--- config.mk ---
export PLATFORM = sky130hd
export DESIGN_NAME = spring_tension_classifier
export DESIGN_NICKNAME = d
export VERILOG_FILES = /design/src/sv/stc_pkg.sv /design/src/sv/stc_dpath.sv /design/src/sv/stc_ctrl.sv /design/src/sv/spring_tension_classifier.sv
export VERILOG_INCLUDE_DIRS = /design/src /design/src/sv
export SDC_FILE = /design/constraint.sdc
export NUM_CORES = 1
export LEC_CHECK = 0
export ABC_AREA = 1
export BUFFER_PORTS_ARGS = -buffer_cell sky130_fd_sc_hd__buf_2
export CORE_UTILIZATION = 60
export CTS_BUF_LIST = sky130_fd_sc_hd__clkbuf_2
export CTS_CLUSTER_DIAMETER = 40
export CTS_CLUSTER_SIZE = 14
export DETAILED_ROUTE_END_ITERATION = 16
export GPL_TIMING_DRIVEN = 0
export PLACE_DENSITY = 0.89
export SYNTH_ARGS = -nofsm -noshare
export SYNTH_HDL_FRONTEND = slang
export SYNTH_HIERARCHICAL = 1
export SYNTH_SLANG_ARGS = --single-unit
--- constraint.sdc ---
create_clock -name clock -period 13.9 [get_ports clock]
set_input_delay 2.78 -clock clock [delete_from_list [all_inputs] [get_ports clock]]
set_output_delay 2.78 -clock clock [all_outputs]
set_load 0.05 [all_outputs]
--- src/sv/spring_tension_classifier_macros.svh ---
// Assertion macros used by the spring tension classifier controller
`ifndef SPRING_TENSION_CLASSIFIER_MACROS_SVH
`define SPRING_TENSION_CLASSIFIER_MACROS_SVH

// same-cycle implication
`define STC_ASSERT_NOW(label, clk, rst, ante, cons) \
   label: assert property (@(posedge clk) disable iff (rst) (ante) |-> (cons)) \
      else $error("stc check failed");

// next-cycle implication
`define STC_ASSERT_NEXT(label, clk, rst, ante, cons) \
   label: assert property (@(posedge clk) disable iff (rst) (ante) |=> (cons)) \
      else $error("stc check failed");

`endif

--- src/sv/stc_pkg.sv ---
// Shared constants, codes and controller/datapath interface types
package stc_pkg;

   localparam int HALF_WINDOW = 6;
   localparam int SLOT_COUNT  = 2 * HALF_WINDOW;
   localparam int IDX_W       = $clog2(SLOT_COUNT);
   localparam int DATA_W      = 8;
   localparam int SUM_W       = $clog2(HALF_WINDOW * 255 + 1);
   // reciprocal of HALF_WINDOW, exact for every sum of HALF_WINDOW samples
   localparam int DIV_SHIFT   = $clog2(HALF_WINDOW * HALF_WINDOW * 255 + 1);
   localparam int DIV_MUL     = (2 ** DIV_SHIFT + HALF_WINDOW - 1) / HALF_WINDOW;
   localparam int PROD_W      = SUM_W + $clog2(DIV_MUL + 1);
   localparam int GRADE_W     = 3;
   localparam int FUNC_W      = 2;

   localparam logic [FUNC_W-1:0] FUNC_RECORD = 2'd0;
   localparam logic [FUNC_W-1:0] FUNC_EVAL   = 2'd1;
   localparam logic [FUNC_W-1:0] FUNC_PEAK   = 2'd2;
   localparam logic [FUNC_W-1:0] FUNC_CLEAR  = 2'd3;

   localparam logic [GRADE_W-1:0] GRADE_NONE   = 3'd0;
   localparam logic [GRADE_W-1:0] GRADE_ERROR  = 3'd1;
   localparam logic [GRADE_W-1:0] GRADE_HIGH   = 3'd2;
   localparam logic [GRADE_W-1:0] GRADE_MEDIUM = 3'd3;
   localparam logic [GRADE_W-1:0] GRADE_LOW    = 3'd4;

   localparam logic [DATA_W-1:0] HEAD_LOW_EXCL  = 8'd20;
   localparam logic [DATA_W-1:0] HEAD_HIGH_EXCL = 8'd80;
   localparam logic [DATA_W-1:0] TAIL_AVG_LIMIT = 8'd220;
   localparam logic [DATA_W-1:0] LIMIT_ERR      = 8'd190;
   localparam logic [DATA_W-1:0] LIMIT_HIGH     = 8'd150;
   localparam logic [DATA_W-1:0] LIMIT_MED      = 8'd110;
   localparam logic [DATA_W-1:0] LIMIT_LOW      = 8'd90;
   localparam logic [DATA_W-1:0] DATA_MAX       = 8'd255;

   typedef struct packed {
      logic             capture;
      logic             do_record;
      logic             do_clear;
      logic             acc_start;
      logic             acc_step;
      logic             head_save;
      logic             tail_save;
      logic             peak_save;
      logic             rsp_load;
      logic [IDX_W-1:0] idx;
   } stc_cmd_type;

   typedef struct packed {
      logic [FUNC_W-1:0] func;
   } stc_stat_type;

endpackage

--- src/sv/stc_dpath.sv ---
// Datapath: sample slots, accumulator, constant divider, grading and result registers
module stc_dpath (
   input  logic                         clock,
   input  logic                         reset,
   input  stc_pkg::stc_cmd_type         cmd,
   output stc_pkg::stc_stat_type        stat,
   input  logic [stc_pkg::FUNC_W-1:0]   req_func,
   input  logic [stc_pkg::DATA_W-1:0]   req_rev_count,
   input  logic [stc_pkg::DATA_W-1:0]   req_period,
   output logic [stc_pkg::GRADE_W-1:0]  rsp_status,
   output logic [stc_pkg::DATA_W-1:0]   rsp_peak_period,
   output logic [stc_pkg::DATA_W-1:0]   rsp_first_average,
   output logic [stc_pkg::DATA_W-1:0]   rsp_first_minimum,
   output logic [stc_pkg::DATA_W-1:0]   rsp_last_average
);
   import stc_pkg::*;

   function automatic logic [GRADE_W-1:0] grade_of(
      input logic [DATA_W-1:0] head_avg,
      input logic [DATA_W-1:0] tail_avg,
      input logic [DATA_W-1:0] hi
   );
      logic [GRADE_W-1:0] g;
      g = GRADE_ERROR;
      if ((head_avg > HEAD_LOW_EXCL && head_avg < HEAD_HIGH_EXCL) ||
          tail_avg > TAIL_AVG_LIMIT) begin
         if (hi > LIMIT_ERR)       g = GRADE_ERROR;
         else if (hi > LIMIT_HIGH) g = GRADE_HIGH;
         else if (hi > LIMIT_MED)  g = GRADE_MEDIUM;
         else if (hi > LIMIT_LOW)  g = GRADE_LOW;
         else                      g = GRADE_ERROR;
      end
      return g;
   endfunction

   // captured request
   logic [FUNC_W-1:0] func_ff, func_in;
   logic [DATA_W-1:0] rev_ff, rev_in;
   logic [DATA_W-1:0] per_ff, per_in;

   // held state
   logic [DATA_W-1:0]  store_ff [SLOT_COUNT];
   logic [DATA_W-1:0]  store_in [SLOT_COUNT];
   logic [IDX_W-1:0]   slot_ff, slot_in;
   logic [DATA_W-1:0]  last_rev_ff, last_rev_in;
   logic [GRADE_W-1:0] grade_ff, grade_in;
   logic [DATA_W-1:0]  peak_ff, peak_in;
   logic [DATA_W-1:0]  head_avg_ff, head_avg_in;
   logic [DATA_W-1:0]  head_min_ff, head_min_in;
   logic [DATA_W-1:0]  tail_avg_ff, tail_avg_in;

   // accumulator
   logic [SUM_W-1:0]  sum_ff, sum_in;
   logic [DATA_W-1:0] min_ff, min_in;
   logic [DATA_W-1:0] max_ff, max_in;

   // result registers
   logic [GRADE_W-1:0] out_status_ff, out_status_in;
   logic [DATA_W-1:0]  out_peak_ff, out_peak_in;
   logic [DATA_W-1:0]  out_favg_ff, out_favg_in;
   logic [DATA_W-1:0]  out_fmin_ff, out_fmin_in;
   logic [DATA_W-1:0]  out_lavg_ff, out_lavg_in;

   logic [DATA_W-1:0] rd_data;
   logic [PROD_W-1:0] prod;
   logic [DATA_W-1:0] quo;
   logic [IDX_W-1:0]  wr_slot;
   logic [IDX_W:0]    slot_next;

   assign rd_data   = store_ff[cmd.idx];
   // floor(sum / HALF_WINDOW) by reciprocal multiply on the finished sum
   assign prod      = PROD_W'(sum_ff) * PROD_W'(DIV_MUL);
   assign quo       = prod[DIV_SHIFT +: DATA_W];
   // stray pointer falls back to the first ring slot
   assign wr_slot   = ({1'b0, slot_ff} >= (IDX_W+1)'(SLOT_COUNT)) ?
                      IDX_W'(HALF_WINDOW) : slot_ff;
   assign slot_next = {1'b0, wr_slot} + (IDX_W+1)'(1);

   always_comb begin
      func_in = func_ff;
      rev_in  = rev_ff;
      per_in  = per_ff;
      if (cmd.capture) begin
         func_in = req_func;
         rev_in  = req_rev_count;
         per_in  = req_period;
      end
   end

   always_comb begin
      sum_in = sum_ff;
      min_in = min_ff;
      max_in = max_ff;
      if (cmd.acc_start) begin
         sum_in = '0;
         min_in = DATA_MAX;
         max_in = '0;
      end else if (cmd.acc_step) begin
         sum_in = sum_ff + SUM_W'(rd_data);
         min_in = (rd_data < min_ff) ? rd_data : min_ff;
         max_in = (rd_data > max_ff) ? rd_data : max_ff;
      end
   end

   always_comb begin
      store_in    = store_ff;
      slot_in     = slot_ff;
      last_rev_in = last_rev_ff;
      grade_in    = grade_ff;
      peak_in     = peak_ff;
      head_avg_in = head_avg_ff;
      head_min_in = head_min_ff;
      tail_avg_in = tail_avg_ff;
      if (cmd.do_clear) begin
         for (int i = 0; i < SLOT_COUNT; i++) begin
            store_in[i] = '0;
         end
         slot_in     = '0;
         last_rev_in = '0;
         grade_in    = GRADE_NONE;
         peak_in     = '0;
         head_avg_in = '0;
         head_min_in = '0;
         tail_avg_in = '0;
      end
      if (cmd.do_record && rev_ff != last_rev_ff) begin
         last_rev_in       = rev_ff;
         store_in[wr_slot] = per_ff;
         slot_in           = (slot_next >= (IDX_W+1)'(SLOT_COUNT)) ?
                             IDX_W'(HALF_WINDOW) : slot_next[IDX_W-1:0];
      end
      if (cmd.head_save) begin
         head_avg_in = quo;
         head_min_in = min_ff;
      end
      if (cmd.tail_save) begin
         tail_avg_in = quo;
         peak_in     = max_ff;
         grade_in    = grade_of(head_avg_ff, quo, max_ff);
      end
      if (cmd.peak_save) begin
         peak_in = max_in;
      end
   end

   always_comb begin
      out_status_in = out_status_ff;
      out_peak_in   = out_peak_ff;
      out_favg_in   = out_favg_ff;
      out_fmin_in   = out_fmin_ff;
      out_lavg_in   = out_lavg_ff;
      if (cmd.rsp_load) begin
         out_status_in = grade_ff;
         out_peak_in   = peak_ff;
         out_favg_in   = head_avg_ff;
         out_fmin_in   = head_min_ff;
         out_lavg_in   = tail_avg_ff;
      end
   end

   always_ff @(posedge clock) begin
      if (reset) begin
         for (int i = 0; i < SLOT_COUNT; i++) begin
            store_ff[i] <= '0;
         end
         slot_ff     <= '0;
         last_rev_ff <= '0;
         grade_ff    <= GRADE_NONE;
         peak_ff     <= '0;
         head_avg_ff <= '0;
         head_min_ff <= '0;
         tail_avg_ff <= '0;
      end else begin
         store_ff    <= store_in;
         slot_ff     <= slot_in;
         last_rev_ff <= last_rev_in;
         grade_ff    <= grade_in;
         peak_ff     <= peak_in;
         head_avg_ff <= head_avg_in;
         head_min_ff <= head_min_in;
         tail_avg_ff <= tail_avg_in;
      end
   end

   always_ff @(posedge clock) begin
      func_ff       <= func_in;
      rev_ff        <= rev_in;
      per_ff        <= per_in;
      sum_ff        <= sum_in;
      min_ff        <= min_in;
      max_ff        <= max_in;
      out_status_ff <= out_status_in;
      out_peak_ff   <= out_peak_in;
      out_favg_ff   <= out_favg_in;
      out_fmin_ff   <= out_fmin_in;
      out_lavg_ff   <= out_lavg_in;
   end

   assign stat.func         = func_ff;
   assign rsp_status        = out_status_ff;
   assign rsp_peak_period   = out_peak_ff;
   assign rsp_first_average = out_favg_ff;
   assign rsp_first_minimum = out_fmin_ff;
   assign rsp_last_average  = out_lavg_ff;

endmodule

--- src/sv/stc_ctrl.sv ---
// Controller: request sequencing, slot walks, average steps and response handshake
`include "spring_tension_classifier_macros.svh"

module stc_ctrl (
   input  logic                  clock,
   input  logic                  reset,
   input  logic                  req_valid,
   output logic                  req_stall,
   output logic                  rsp_valid,
   input  logic                  rsp_stall,
   output stc_pkg::stc_cmd_type  cmd,
   input  stc_pkg::stc_stat_type stat
);
   import stc_pkg::*;

   localparam logic [3:0] ST_IDLE      = 4'd0;
   localparam logic [3:0] ST_DECODE    = 4'd1;
   localparam logic [3:0] ST_HEAD_WALK = 4'd2;
   localparam logic [3:0] ST_HEAD_DIV  = 4'd3;
   localparam logic [3:0] ST_TAIL_WALK = 4'd4;
   localparam logic [3:0] ST_TAIL_DIV  = 4'd5;
   localparam logic [3:0] ST_PEAK_WALK = 4'd6;
   localparam logic [3:0] ST_DONE      = 4'd7;

   localparam logic [IDX_W-1:0]  HEAD_LAST = IDX_W'(HALF_WINDOW - 1);
   localparam logic [IDX_W-1:0]  TAIL_LAST = IDX_W'(SLOT_COUNT - 1);
   localparam logic [IDX_W-1:0]  TAIL_FIRST = IDX_W'(HALF_WINDOW);

   logic [3:0]        state_ff, state_in;
   logic [IDX_W-1:0]  cnt_ff, cnt_in;
   logic              rsp_valid_ff, rsp_valid_in;

   always_comb begin
      state_in     = state_ff;
      cnt_in       = cnt_ff;
      rsp_valid_in = rsp_valid_ff && rsp_stall;
      cmd          = '0;
      cmd.idx      = cnt_ff;
      case (state_ff)
         ST_IDLE: begin
            if (req_valid) begin
               cmd.capture = 1'b1;
               state_in    = ST_DECODE;
            end
         end
         ST_DECODE: begin
            cnt_in  = '0;
            case (stat.func)
               FUNC_RECORD: begin
                  cmd.do_record = 1'b1;
                  state_in      = ST_DONE;
               end
               FUNC_EVAL: begin
                  cmd.acc_start = 1'b1;
                  state_in      = ST_HEAD_WALK;
               end
               FUNC_PEAK: begin
                  cmd.acc_start = 1'b1;
                  state_in      = ST_PEAK_WALK;
               end
               FUNC_CLEAR: begin
                  cmd.do_clear = 1'b1;
                  state_in     = ST_DONE;
               end
               default: begin
                  state_in = ST_DONE;
               end
            endcase
         end
         ST_HEAD_WALK: begin
            cmd.acc_step = 1'b1;
            cnt_in       = cnt_ff + IDX_W'(1);
            if (cnt_ff == HEAD_LAST) begin
               state_in = ST_HEAD_DIV;
            end
         end
         ST_HEAD_DIV: begin
            // sum restarts before the ring pass
            cmd.head_save = 1'b1;
            cmd.acc_start = 1'b1;
            cnt_in        = TAIL_FIRST;
            state_in      = ST_TAIL_WALK;
         end
         ST_TAIL_WALK: begin
            cmd.acc_step = 1'b1;
            cnt_in       = cnt_ff + IDX_W'(1);
            if (cnt_ff == TAIL_LAST) begin
               state_in = ST_TAIL_DIV;
            end
         end
         ST_TAIL_DIV: begin
            cmd.tail_save = 1'b1;
            state_in      = ST_DONE;
         end
         ST_PEAK_WALK: begin
            cmd.acc_step = 1'b1;
            cnt_in       = cnt_ff + IDX_W'(1);
            if (cnt_ff == TAIL_LAST) begin
               cmd.peak_save = 1'b1;
               state_in      = ST_DONE;
            end
         end
         ST_DONE: begin
            // wait until the response register is free
            if (!(rsp_valid_ff && rsp_stall)) begin
               cmd.rsp_load = 1'b1;
               rsp_valid_in = 1'b1;
               state_in     = ST_IDLE;
            end
         end
         default: begin
            state_in = ST_IDLE;
         end
      endcase
   end

   always_ff @(posedge clock) begin
      if (reset) begin
         state_ff     <= ST_IDLE;
         cnt_ff       <= '0;
         rsp_valid_ff <= 1'b0;
      end else begin
         state_ff     <= state_in;
         cnt_ff       <= cnt_in;
         rsp_valid_ff <= rsp_valid_in;
      end
   end

   assign req_stall = (state_ff != ST_IDLE);
   assign rsp_valid = rsp_valid_ff;

   `STC_ASSERT_NEXT(a_accept_decode, clock, reset, req_valid && !req_stall, state_ff == ST_DECODE)
   `STC_ASSERT_NOW(a_walk_range, clock, reset, cmd.acc_step, {1'b0, cnt_ff} < (IDX_W+1)'(SLOT_COUNT))
   `STC_ASSERT_NOW(a_rsp_from_done, clock, reset, rsp_valid_ff && !$past(rsp_valid_ff), $past(state_ff) == ST_DONE)
   `STC_ASSERT_NEXT(a_tail_start, clock, reset, state_ff == ST_HEAD_DIV, state_ff == ST_TAIL_WALK && cnt_ff == TAIL_FIRST)

endmodule

--- src/sv/spring_tension_classifier.sv ---
// Top level of the spring tension classifier: controller plus datapath
//
//   channel  direction  handshake              payload
//   req      in         req_valid / req_stall  req_func, req_rev_count, req_period
//   rsp      out        rsp_valid / rsp_stall  rsp_status, rsp_peak_period,
//                                              rsp_first_average, rsp_first_minimum,
//                                              rsp_last_average
//
// Record and clear go from decode straight to the response; peak walks all slots first.
// Evaluate makes two slot walks, one slot per cycle, each followed by a
// reciprocal-multiply divide by HALF_WINDOW.
// One request in flight; req_stall is high from accept until its response is loaded.
// A stalled response holds while the next request is already accepted and processed.
// Synchronous reset zeroes all slots and held values.
module spring_tension_classifier (
   input  logic                         clock,
   input  logic                         reset,
   input  logic                         req_valid,
   output logic                         req_stall,
   input  logic [stc_pkg::FUNC_W-1:0]   req_func,
   input  logic [stc_pkg::DATA_W-1:0]   req_rev_count,
   input  logic [stc_pkg::DATA_W-1:0]   req_period,
   output logic                         rsp_valid,
   input  logic                         rsp_stall,
   output logic [stc_pkg::GRADE_W-1:0]  rsp_status,
   output logic [stc_pkg::DATA_W-1:0]   rsp_peak_period,
   output logic [stc_pkg::DATA_W-1:0]   rsp_first_average,
   output logic [stc_pkg::DATA_W-1:0]   rsp_first_minimum,
   output logic [stc_pkg::DATA_W-1:0]   rsp_last_average
);
   import stc_pkg::*;

   stc_cmd_type  cmd;
   stc_stat_type stat;

   stc_ctrl u_ctrl (
      .clock     (clock),
      .reset     (reset),
      .req_valid (req_valid),
      .req_stall (req_stall),
      .rsp_valid (rsp_valid),
      .rsp_stall (rsp_stall),
      .cmd       (cmd),
      .stat      (stat)
   );

   stc_dpath u_dpath (
      .clock             (clock),
      .reset             (reset),
      .cmd               (cmd),
      .stat              (stat),
      .req_func          (req_func),
      .req_rev_count     (req_rev_count),
      .req_period        (req_period),
      .rsp_status        (rsp_status),
      .rsp_peak_period   (rsp_peak_period),
      .rsp_first_average (rsp_first_average),
      .rsp_first_minimum (rsp_first_minimum),
      .rsp_last_average  (rsp_last_average)
   );

endmodule
==> qor.csv, run 1 <==
stage;metric;value;unit
logic_synthesis;Area contributors post-synth;dfxtp_1 28%, edfxtp_1 12%, nand2_1 10%;
drt;number of vias per cell;5.80;
clock_network;Reg clk slew, reported paths;220;ps
clock_network;# H-tree levels;1;
logic_synthesis;simple-gate share of the synthesized area;20.7;%
clock_network;CTS Buf Count;29;
logic_synthesis;XOR/XNOR share of the synthesized area;1.15;%
cells_and_area;Fillers;1702;
placed_design;port bufs;58;
worst_setup_path;reg2reg setup slack;8880;ps
cells_and_area;max FFs per register;96;
clock_network;clock sink count;231;
timing;Final Setup Violations;0;
timing;final hold viol count;0;
logic_synthesis;YS warnings;6;
drt;number of detailed-route iterations in the first pass;9;
clock_network;Root Driver;clkbuf_2;
flow_run;max-cap viol count;0;
clock_network;Clock Tree Buf Depth;3;
logic_synthesis;synth unique cells;45;
die;core box area;0.0211;mm^2
clock_network;postcts setup bufs;0;
global_routing;number of global-route vias before repair;10700;
timing;total negative slack;0;ps
logic_synthesis;Seq/Total Area, Yosys;39.9;%
timing;RSZ-0062 raised after global routing;false;
logic_synthesis;Mapped Avg Cell Area;8.05;um^2
die;die width;149;um
die;Starting Density;61.3;%
clock_network;Clk Latency, worst-skew pair;910;ps
min_path;Hold Startpoint;u_dpath/tail_avg_ff[3];
global_routing;GR Util met3;4.65;%
timing;Worst Skew;106;ps
drt;post-route ant nets;0;
worst_setup_path;worst-path fanout max;5;
drt;final wirelength;32600;um
die;row count;53;
cells_and_area;Top Registers;u_dpath/store_ff x96, u_dpath/sum_ff x11;
die;Die Ht;149;um
timing;max-slew violations;0;
worst_setup_path;slowest CP cell;dfxtp_1;
placed_design;GPL Wtd Cong;0.969;
drt;via count;11600;
logic_synthesis;largest family of logic cells by synthesized area;simple AND/OR/NAND/NOR gates;
global_routing;GR met1 Demand/Resource;40.6;%
logic_synthesis;mux contribution to synthesized area;0.232;%
worst_setup_path;kind of critical path;reg -> reg;
global_routing;GR Overflow Total;0;
logic_synthesis;post-synthesis async set-or-reset flop share;0;%
worst_setup_path;crit path cell chain;ha_1, fa_1, inv_1, fa_1, fa_1, fa_1, inv_1, ha_1, a21oi_1, o21ai_0, a21oi_1, nand3_1, nand2_1, nand2_1, o21bai_1, nand2_1, nand2_1, nand3_1, a21oi_1;
drt;drt drc;0;
logic_synthesis;Synth Net Count;1764;
logic_synthesis;count leader, synth;nand2_1;
timing;fin crit share;36.1;%
clock_network;Resized cells post-CTS;0;
drt;Routed WL per cell;16.3;um
drt;DR iter-0 viols;1144;
logic_synthesis;cells after synthesis;1606;
global_routing;initial antenna violation count;1;
global_routing;Total GRT Usage;29.3;%
outcome;status;completed;
worst_setup_path;reg2reg path depth;19;
min_path;Worst Hold Depth;0;
cells_and_area;most flop-heavy register;u_dpath/store_ff;
logic_synthesis;Synth area leader;dfxtp_1;
global_routing;first-pass GRT wire length;52100;um
worst_setup_path;Worst Path Arrival;5870;ps
logic_synthesis;EDFF count, synth;53;
worst_setup_path;Crit path largest cell delay;550;ps
die;I/O Pins;59;
timing;Max Freq;199;MHz
min_path;worst hold path class;reg -> reg;
global_routing;largest net degree at the start of global routing;25;
placed_design;Detailed Place HPWL;24000;um
cells_and_area;share of cells above drive strength 1;9.48;%
global_routing;met2 Use GR;46.0;%
timing;Least-Margin Pin Slew;932;ps
global_routing;Most Crowded Layer GR;met2;
min_path;Hold Path Sink;u_dpath/rsp_last_average[3];
cells_and_area;Final #Nets;1855;
logic_synthesis;Cell Area, Synth;0.0129;mm^2
worst_setup_path;Critical R2R Launch;u_dpath/sum_ff[5];
worst_setup_path;CP Capture Type;flop;
logic_synthesis;Top FF cell, synth;dfxtp_1;
timing;Final Critical Period;5020;ps
cells_and_area;synth-to-layout area growth;8.02;%
logic_synthesis;Synth Area in Compound Gates;15.2;%
worst_setup_path;CP required;14750;ps
clock_network;hold_buf cts;0;
logic_synthesis;Post-Synth Adder-Cell Area;15.1;%
logic_synthesis;Yosys top cell area share;27.6;%
timing;max_slew headroom;37.6;%
die;Die ar.;0.0221;mm^2
clock_network;CTS tree;built;
logic_synthesis;synth cell count leaders;348 x nand2_1, 209 x nor2_1, 178 x dfxtp_1;
worst_setup_path;Worst setup SP type;flop;
worst_setup_path;Reg-to-Reg End;u_dpath/grade_ff[1];
logic_synthesis;number of synthesized register bits;231;
-- cell type report --
type | instances | area [um^2] | area share, %
Tap cell | 275 | 344 | 2.47
Buffer | 75 | 353 | 2.53
Clock buffer | 31 | 155 | 1.11
Sequential cell | 231 | 5150 | 36.9
Timing Repair Buffer | 60 | 320 | 2.29
Inverter | 174 | 653 | 4.68
Multi-Input combinational cell | 1126 | 6770 | 48.5
Antenna cell | 1 | 2.50 | 0.0179
Clock inverter | 23 | 209 | 1.50
-- per-layer routing --
layer / wire (um) / vias to the layer above
met5: 0 / -
met3: 3200 / 112
li1: - / 5556
met1: 13800 / 5315
met2: 14400 / 584
met4: 1150 / 0
-- through the flow --
step                setup WS (ps)  hold slack, ps  utilization [%]  instances  cell area [um^2]
floorplan                    9090             409                -       1606             12900
global placement             8710             414             64.3       1939             13600
detailed placement           8890             420             64.5       1941             13600
CTS                          8940             419             66.2       1995             14000
global route                 8600             415             66.2       1996             14000
finish                       8880             423             66.2       1996             14000
-- layout by cell type (no fill, tap or decap), types with 33 or more instances in the layout --
cell type | netlist | routed
a21oi_1 | 90 | 90
ha_1 | 103 | 103
inv_1 | 166 | 166
dfxtp_1 | 178 | 178
edfxtp_1 | 53 | 53
clkbuf_1 | 45 | 45
nor2_1 | 209 | 207
nand2_1 | 348 | 348
o21ai_0 | 68 | 68
fa_1 | 33 | 33
a211oi_1 | 97 | 97
buf_2 | 14 | 72
nand3_1 | 68 | 68
-- worst max path at each step --
stage,startpoint,to,slack (ps),depth (start not counted)
after global routing,u_dpath/sum_ff[7],u_dpath/grade_ff[1],8600,23
after detailed placement,u_dpath/sum_ff[7],u_dpath/grade_ff[1],8890,23
after floorplan,rsp_stall,u_dpath/rsp_first_average[0],9090,3
final,u_dpath/sum_ff[5],u_dpath/grade_ff[1],8880,19
after CTS,u_ctrl/state_ff[1],req_stall,8940,4
after global placement,rsp_stall,u_dpath/rsp_first_average[0],8710,4
-- logic make-up (layout without fill, tap and decap cells) --
logic type                 Yosys count  after routing
other                                0              1
buffers and inverters              249            363
adders and majority gates          136            136
DFF                                231            231
xor gates and xnor gates            17             17
AOI/OAI and AO/OA                  312            312
muxes                                3              3
and+or+nand+nor                    658            658
-- critical path, delay by kind of cell (launching register included) --
| kind | cells | cell delay, ps |
|---|---|---|
| compound gates | 5 | 1080 |
| fa+ha+maj | 6 | 2720 |
| buf+inv | 2 | 110 |
| flops | 1 | 550 |
| simple gates | 6 | 590 |
Power of run 1 is not shown: default switching activity piles up to over one toggle a cycle in this logic, so the estimate is an artifact.
==> inputs of run 2 (changes only) <==
CORE_UTILIZATION = 58   (was 60)
PLACE_DENSITY = 0.9   (was 0.89)
clock period = 4.1 ns   (was 13.9 ns; I/O delays follow)
==> run 2 against run 1 <==
Against the previous run: the run now ends with setup timing left; count of clock-buffer cells in the layout rose by 2; clock skew is 61 ps lower; register-to-register slack got worse by 9400 ps; wire length increased by 9.3%; critical path depth grew 4; non-clock buffer count grew 15; flip-flop and latch count unchanged; sequential share of layout area shrank 1.2 points; via count grew 3.8%; critical endpoint is now u_dpath/grade_ff[0].
==> qor.csv, run 2 (synthesized netlist as in run 1, its figures left out) <==
stage;metric;value;unit;change
timing;final hold viol count;0;;unchanged
die;Die Ht;151;um;was 149 um
worst_setup_path;crit path cell chain;ha_4, fa_2, fa_1, inv_2, fa_2, fa_1, inv_2, ha_4, nand2_4, nor2_4, inv_1, nor3_1, nand2_1, nand2_1, nand2_2, nand3_1, nand2_1, o21bai_1, nand2_1, nand2_2, nand2_1, nand2_2, a21oi_2;;was ha_1, fa_1, inv_1, fa_1, fa_1, fa_1, inv_1, ha_1, a21oi_1, o21ai_0, a21oi_1, nand3_1, nand2_1, nand2_1, o21bai_1, nand2_1, nand2_1, nand3_1, a21oi_1
flow_run;max-cap viol count;0;;unchanged
drt;post-route ant nets;0;;unchanged
drt;drt drc;0;;unchanged
placed_design;port bufs;58;;unchanged
clock_network;Clock Tree Buf Depth;3;;unchanged
clock_network;CTS tree;built;;unchanged
drt;via count;12000;;was 11.6k
cells_and_area;share of cells above drive strength 1;15.7;%;was 9.48%
min_path;worst hold path class;in -> reg;;was reg -> reg
worst_setup_path;CP required;4840;ps;was 14750 ps
min_path;Worst Hold Depth;1;;was 0
timing;Worst Skew;44.5;ps;was 106 ps
worst_setup_path;Worst setup SP type;flop;;unchanged
timing;RSZ-0062 raised after global routing;true;;was false
clock_network;Root Driver;clkbuf_2;;unchanged
outcome;status;finished, violations left;;was completed
global_routing;number of global-route vias before repair;11500;;was 10.7k
min_path;Hold Startpoint;req_rev_count[0];;was u_dpath/tail_avg_ff[3]
placed_design;GPL Wtd Cong;0.979;;was 0.969
die;Die ar.;0.0229;mm^2;was 0.0221 mm^2
die;Starting Density;59.2;%;was 61.3%
worst_setup_path;reg2reg path depth;23;;was 19
drt;Routed WL per cell;17.7;um;was 16.3 um
global_routing;first-pass GRT wire length;54900;um;was 52100 um
worst_setup_path;reg2reg setup slack;-540;ps;was 8880 ps
worst_setup_path;worst-path fanout max;3;;was 5
die;I/O Pins;59;;unchanged
global_routing;Most Crowded Layer GR;met2;;unchanged
worst_setup_path;Crit path top cell by count;nand2_1;;
worst_setup_path;Crit path largest cell delay;580;ps;was 550 ps
drt;number of vias per cell;5.96;;was 5.80
global_routing;GR Overflow Total;0;;unchanged
global_routing;Total GRT Usage;30.2;%;was 29.3%
die;die width;151;um;was 149 um
timing;Fin Hold WS;115;ps;was 423 ps
placed_design;placed insts;1944;;was 1941
min_path;Hold Path Sink;u_dpath/rev_ff[0];;was u_dpath/rsp_last_average[3]
cells_and_area;Top Registers;u_dpath/store_ff x96, u_dpath/sum_ff x11;;unchanged
timing;post-route setup slack;-537;ps;was 8880 ps
die;row count;54;;was 53
timing;fin crit share;113;%;was 36.1%
worst_setup_path;Worst Path Arrival;5380;ps;was 5870 ps
timing;max-slew violations;0;;unchanged
worst_setup_path;kind of critical path;reg -> reg;;unchanged
timing;Final Critical Period;4640;ps;was 5020 ps
global_routing;largest net degree at the start of global routing;36;;was 25
cells_and_area;most common cell after layout, fill and taps aside;nand2_1;;unchanged
timing;Max Freq;216;MHz;was 199 MHz
placed_design;Detailed Place HPWL;24700;um;was 24000 um
drt;final wirelength;35600;um;was 32600 um
clock_network;Clk Latency, worst-skew pair;890;ps;was 910 ps
timing;Final Setup Violations;13;;was 0
cells_and_area;commonest non-fill, non-tap cells in the layout;326 x nand2_1, 201 x nor2_1, 169 x dfxtp_1;;was 348 x nand2_1, 207 x nor2_1, 178 x dfxtp_1
clock_network;Reg clk slew, reported paths;210;ps;was 220 ps
clock_network;# H-tree levels;1;;unchanged
drt;DR iter-0 viols;1177;;was 1144
clock_network;hold_buf cts;0;;unchanged
worst_setup_path;CP Capture Type;flop;;unchanged
clock_network;CTS Buf Count;28;;was 29
die;core box area;0.0218;mm^2;was 0.0211 mm^2
global_routing;initial antenna violation count;1;;unchanged
cells_and_area;most flop-heavy register;u_dpath/store_ff;;unchanged
global_routing;met2 Use GR;52.1;%;was 46.0%
drt;number of detailed-route iterations in the first pass;7;;was 9
cells_and_area;post-route insts no fill;2014;;was 1996
cells_and_area;final core utilization;66.4;%;was 66.2%
clock_network;clock sink count;231;;unchanged
worst_setup_path;slowest CP cell;fa_2;;was dfxtp_1
timing;max_slew headroom;37.4;%;was 37.6%
worst_setup_path;Critical R2R Launch;u_dpath/sum_ff[7];;was u_dpath/sum_ff[5]
worst_setup_path;Reg-to-Reg End;u_dpath/grade_ff[0];;was u_dpath/grade_ff[1]
cells_and_area;max FFs per register;96;;unchanged
global_routing;GR met1 Demand/Resource;35.4;%;was 40.6%
outcome;failing checks;setup timing;;
cells_and_area;Final #Nets;1869;;was 1855
cells_and_area;synth-to-layout area growth;12.2;%;was 8.02%
timing;Least-Margin Pin Slew;937;ps;was 932 ps
global_routing;GR Util met3;5.12;%;was 4.65%
run 2: cell type report:
type | instances | area [um^2]
Fill cell | 1646 | 7330
Multi-Input combinational cell | 1126 | 7180
Sequential cell | 231 | 5190
Inverter | 174 | 661
Timing Repair Buffer | 75 | 434
Buffer | 75 | 353
Tap cell | 280 | 350
Clock inverter | 19 | 169
Clock buffer | 33 | 165
Antenna cell | 1 | 2.50
run 2: routing by layer:
metal | vias up | part of all wire (%) | routed length (um)
met4 | 0 | 5.6 | 1980
met3 | 170 | 8.2 | 2920
li1 | 5593 | - | -
met5 | - | 0 | 0
met1 | 5541 | 38 | 13500
met2 | 697 | 48 | 17200
run 2: critical path, delay by kind of cell (launching register included):
kind,cells,cell delay [ps]
AO/OA/AOI/OAI,2,220
adder cells (fa/ha/maj),6,2570
buffers and inverters,3,190
flip-flops,1,410
AND/OR/NAND/NOR,12,1110
run 2: timing repair:
action,in CTS,in global routing
pin swaps,28,21
gates resized for setup,53,41
gates cloned,0,0
endpoints found under the setup margin,19,19
buffers inserted,14,3
run 2: per-stage QoR:
step	cell area, um^2	TNS (ps)	worst slack (ps)
5_1_grt	14500	-5170	-644
2_1_floorplan	13100	-52.3	-35.6
3_5_place_dp	13700	-3950	-597
4_1_cts	14300	-1630	-356
6_report	14500	-2800	-537
3_3_place_gp	13700	-1980	-466
run 2: worst max path at each step:
stage | from | end | slack [ps] | cells after the start
finish | u_dpath/sum_ff[7] | u_dpath/grade_ff[0] | -540 | 23
CTS | u_dpath/sum_ff[7] | u_dpath/grade_ff[0] | -360 | 23
global route | u_dpath/sum_ff[7] | u_dpath/grade_ff[0] | -640 | 23
floorplan | u_dpath/sum_ff[7] | u_dpath/grade_ff[0] | -40 | 23
detailed placement | u_dpath/sum_ff[4] | u_dpath/grade_ff[0] | -600 | 25
global placement | u_dpath/sum_ff[6] | u_dpath/grade_ff[0] | -470 | 24
Power of run 2 is left out for the same reason.
==> inputs of run 3 (changes only) <==
CORE_UTILIZATION = 50   (was 58)
PLACE_DENSITY = 0.81   (was 0.9)
==> run 3 against run 2 <==
Against the previous run: the flow still finishes with violations (setup timing); register-to-register slack hardly changed; via count decreased by 3.9%; count of clock-buffer cells in the layout is 2 lower; final cell count rose by 2.4%; first-iteration DRC count shrank 2.0%; fmax up 0.13%; clock skew grew 32 ps; largest cell class unchanged.
==> qor.csv, run 3 (synthesized netlist as in run 1, its figures left out) <==
stage;metric;value;unit;change
outcome;status;finished, violations left;;unchanged
outcome;failing checks;setup timing;;unchanged
timing;Final Setup Violations;19;;was 13
clock_network;Clk Latency, worst-skew pair;860;ps;was 890 ps
global_routing;largest net degree at the start of global routing;36;;unchanged
global_routing;Total GRT Usage;24.9;%;was 30.2%
placed_design;Detailed Place HPWL;24000;um;was 24700 um
clock_network;CTS Buf Count;26;;was 28
worst_setup_path;Worst Path Arrival;5340;ps;was 5380 ps
global_routing;first-pass GRT wire length;53300;um;was 54900 um
die;row count;58;;was 54
timing;Max Freq;216;MHz;about the same
cells_and_area;share of cells above drive strength 1;16.3;%;was 15.7%
worst_setup_path;Worst path depth;23;;unchanged
timing;RSZ-0062 raised after global routing;true;;unchanged
global_routing;number of global-route vias before repair;10800;;was 11.5k
drt;number of vias per cell;5.59;;was 5.96
worst_setup_path;crit path cell chain;ha_4, fa_2, fa_2, inv_2, fa_2, fa_1, inv_2, ha_4, nand2_4, nor2_4, inv_2, nor3_2, nand2_1, nand2_1, nand2_2, nand3_2, nand2_1, o21bai_1, nand2_1, nand2_2, nand2_2, nand2_2, a21oi_2;;was ha_4, fa_2, fa_1, inv_2, fa_2, fa_1, inv_2, ha_4, nand2_4, nor2_4, inv_1, nor3_1, nand2_1, nand2_1, nand2_2, nand3_1, nand2_1, o21bai_1, nand2_1, nand2_2, nand2_1, nand2_2, a21oi_2
worst_setup_path;CP Capture Type;flop;;unchanged
die;Starting Density;51.2;%;was 59.2%
cells_and_area;Finished Cell Area;0.0146;mm^2;was 0.0145 mm^2
clock_network;Root Driver;clkbuf_2;;unchanged
worst_setup_path;Worst setup SP type;flop;;unchanged
timing;max_slew headroom;37.5;%;was 37.4%
drt;Routed WL per cell;16.2;um;was 17.7 um
cells_and_area;post-route insts no fill;2063;;was 2014
die;I/O Pins;59;;unchanged
clock_network;# H-tree levels;1;;unchanged
clock_network;Clock Tree Buf Depth;3;;unchanged
cells_and_area;commonest non-fill, non-tap cells in the layout;321 x nand2_1, 200 x nor2_1, 168 x dfxtp_1;;was 326 x nand2_1, 201 x nor2_1, 169 x dfxtp_1
min_path;Worst Hold Depth;1;;unchanged
placed_design;GPL Wtd Cong;0.950;;was 0.979
die;core box area;0.0253;mm^2;was 0.0218 mm^2
drt;via count;11500;;was 12.0k
cells_and_area;synth-to-layout area growth;13.2;%;was 12.2%
min_path;worst hold path class;in -> reg;;unchanged
global_routing;GR Overflow Total;0;;unchanged
drt;final wirelength;33500;um;was 35600 um
clock_network;clock sink count;231;;unchanged
cells_and_area;diodes inserted;0;;was 1
drt;DR iter-0 viols;1154;;was 1177
cells_and_area;most common cell after layout, fill and taps aside;nand2_1;;unchanged
clock_network;Reg clk slew, reported paths;230;ps;was 210 ps
worst_setup_path;CP required;4810;ps;was 4840 ps
cells_and_area;max FFs per register;96;;unchanged
timing;Worst Skew;76.5;ps;was 44.5 ps
cells_and_area;most flop-heavy register;u_dpath/store_ff;;unchanged
worst_setup_path;slowest CP cell;fa_2;;unchanged
drt;drt drc;0;;unchanged
cells_and_area;Final #Nets;1871;;was 1869
drt;number of detailed-route iterations in the first pass;6;;was 7
die;Die Ht;163;um;was 151 um
worst_setup_path;Worst Path Buf+Inv;3;;unchanged
cells_and_area;final core utilization;57.9;%;was 66.4%
timing;post-route setup slack;-530;ps;was -537 ps
drt;post-route ant nets;0;;unchanged
worst_setup_path;Crit path largest cell delay;590;ps;was 580 ps
timing;final hold viol count;0;;unchanged
worst_setup_path;Crit path max-delay family;adder cells;;unchanged
placed_design;Placed Instance Area;0.0138;mm^2;was 0.0137 mm^2
global_routing;initial antenna violation count;0;;was 1
placed_design;port bufs;58;;unchanged
worst_setup_path;reg2reg path depth;23;;unchanged
worst_setup_path;worst-path fanout max;3;;unchanged
timing;max-slew violations;0;;unchanged
flow_run;max-cap viol count;0;;unchanged
die;die width;163;um;was 151 um
clock_network;hold_buf cts;0;;unchanged
timing;Final Critical Period;4630;ps;was 4640 ps
timing;fin crit share;113;%;about the same
cells_and_area;Top Registers;u_dpath/store_ff x96, u_dpath/sum_ff x11;;unchanged
timing;Least-Margin Pin Slew;936;ps;was 937 ps
die;Die ar.;0.0265;mm^2;was 0.0229 mm^2
clock_network;CTS tree;built;;unchanged
worst_setup_path;kind of critical path;reg -> reg;;unchanged
placed_design;placed insts;1994;;was 1944
## run 3: cell count changes in the layout (fill, tap and decap cells not counted), sizes merged
cell,before,now
clkbuf,79,76
inv,179,177
bufinv,1,2
diode,1,0
clkinv,12,11
buf,104,109
## run 3: worst paths after layout
| check | startpoint | to | slack, ps |
|---|---|---|---|
| setup / recovery | u_dpath/sum_ff[7] | u_dpath/grade_ff[0] | -530 |
| setup reg to reg | u_dpath/sum_ff[7] | u_dpath/grade_ff[0] | -530 |
| hold / removal | req_rev_count[3] | u_dpath/rev_ff[3] | 110 |
| hold reg to reg | u_dpath/tail_avg_ff[4] | u_dpath/rsp_last_average[4] | 450 |
## run 3: per-layer routing
metal,up-vias,wire [um],global-route usage [%]
met1,5396,14300,32.1
met3,88,2340,3.85
met5,-,0,0
li1,5591,-,-
met4,0,1230,8.96
met2,455,15600,41.9
## run 3: what timing repair did
action / 4_1_cts / 5_1_grt
setup buffers: 11 / 11
pin swaps: 32 / 44
setup endpoints to repair: 19 / 20
resized for setup: 65 / 47
## run 3: final cells by class
cell class                      instances  area, um^2
Buffer                                 75         353
Clock buffer                           31         155
Clock inverter                         17         174
Fill cell                            2164       10600
Inverter                              174         658
Multi-Input combinational cell       1126        7220
Sequential cell                       231        5190
Tap cell                              330         413
Timing Repair Buffer                   79         463
## run 3: worst reg2reg max path, cell delays in order, from the launching register on
cell	delay [ps]
dfxtp_4	410
ha_4	300
fa_2	490
fa_2	590
inv_2	40
fa_2	480
fa_1	560
inv_2	50
ha_4	300
nand2_4	80
nor2_4	100
inv_2	60
nor3_2	110
nand2_1	120
nand2_1	100
nand2_2	70
nand3_2	70
nand2_1	60
o21bai_1	150
nand2_1	80
nand2_2	130
nand2_2	70
nand2_2	60
a21oi_2	50
## run 3: stage by stage
step | hold WS [ps] | setup WS, ps | setup TNS, ps
global route | 45.6 | -735 | -7250
global placement | 415 | -494 | -2320
CTS | 63.5 | -349 | -1470
floorplan | 409 | -35.6 | -52.3
detailed placement | 415 | -570 | -3580
finish | 111 | -530 | -4250
Power of run 3 is left out for the same reason.
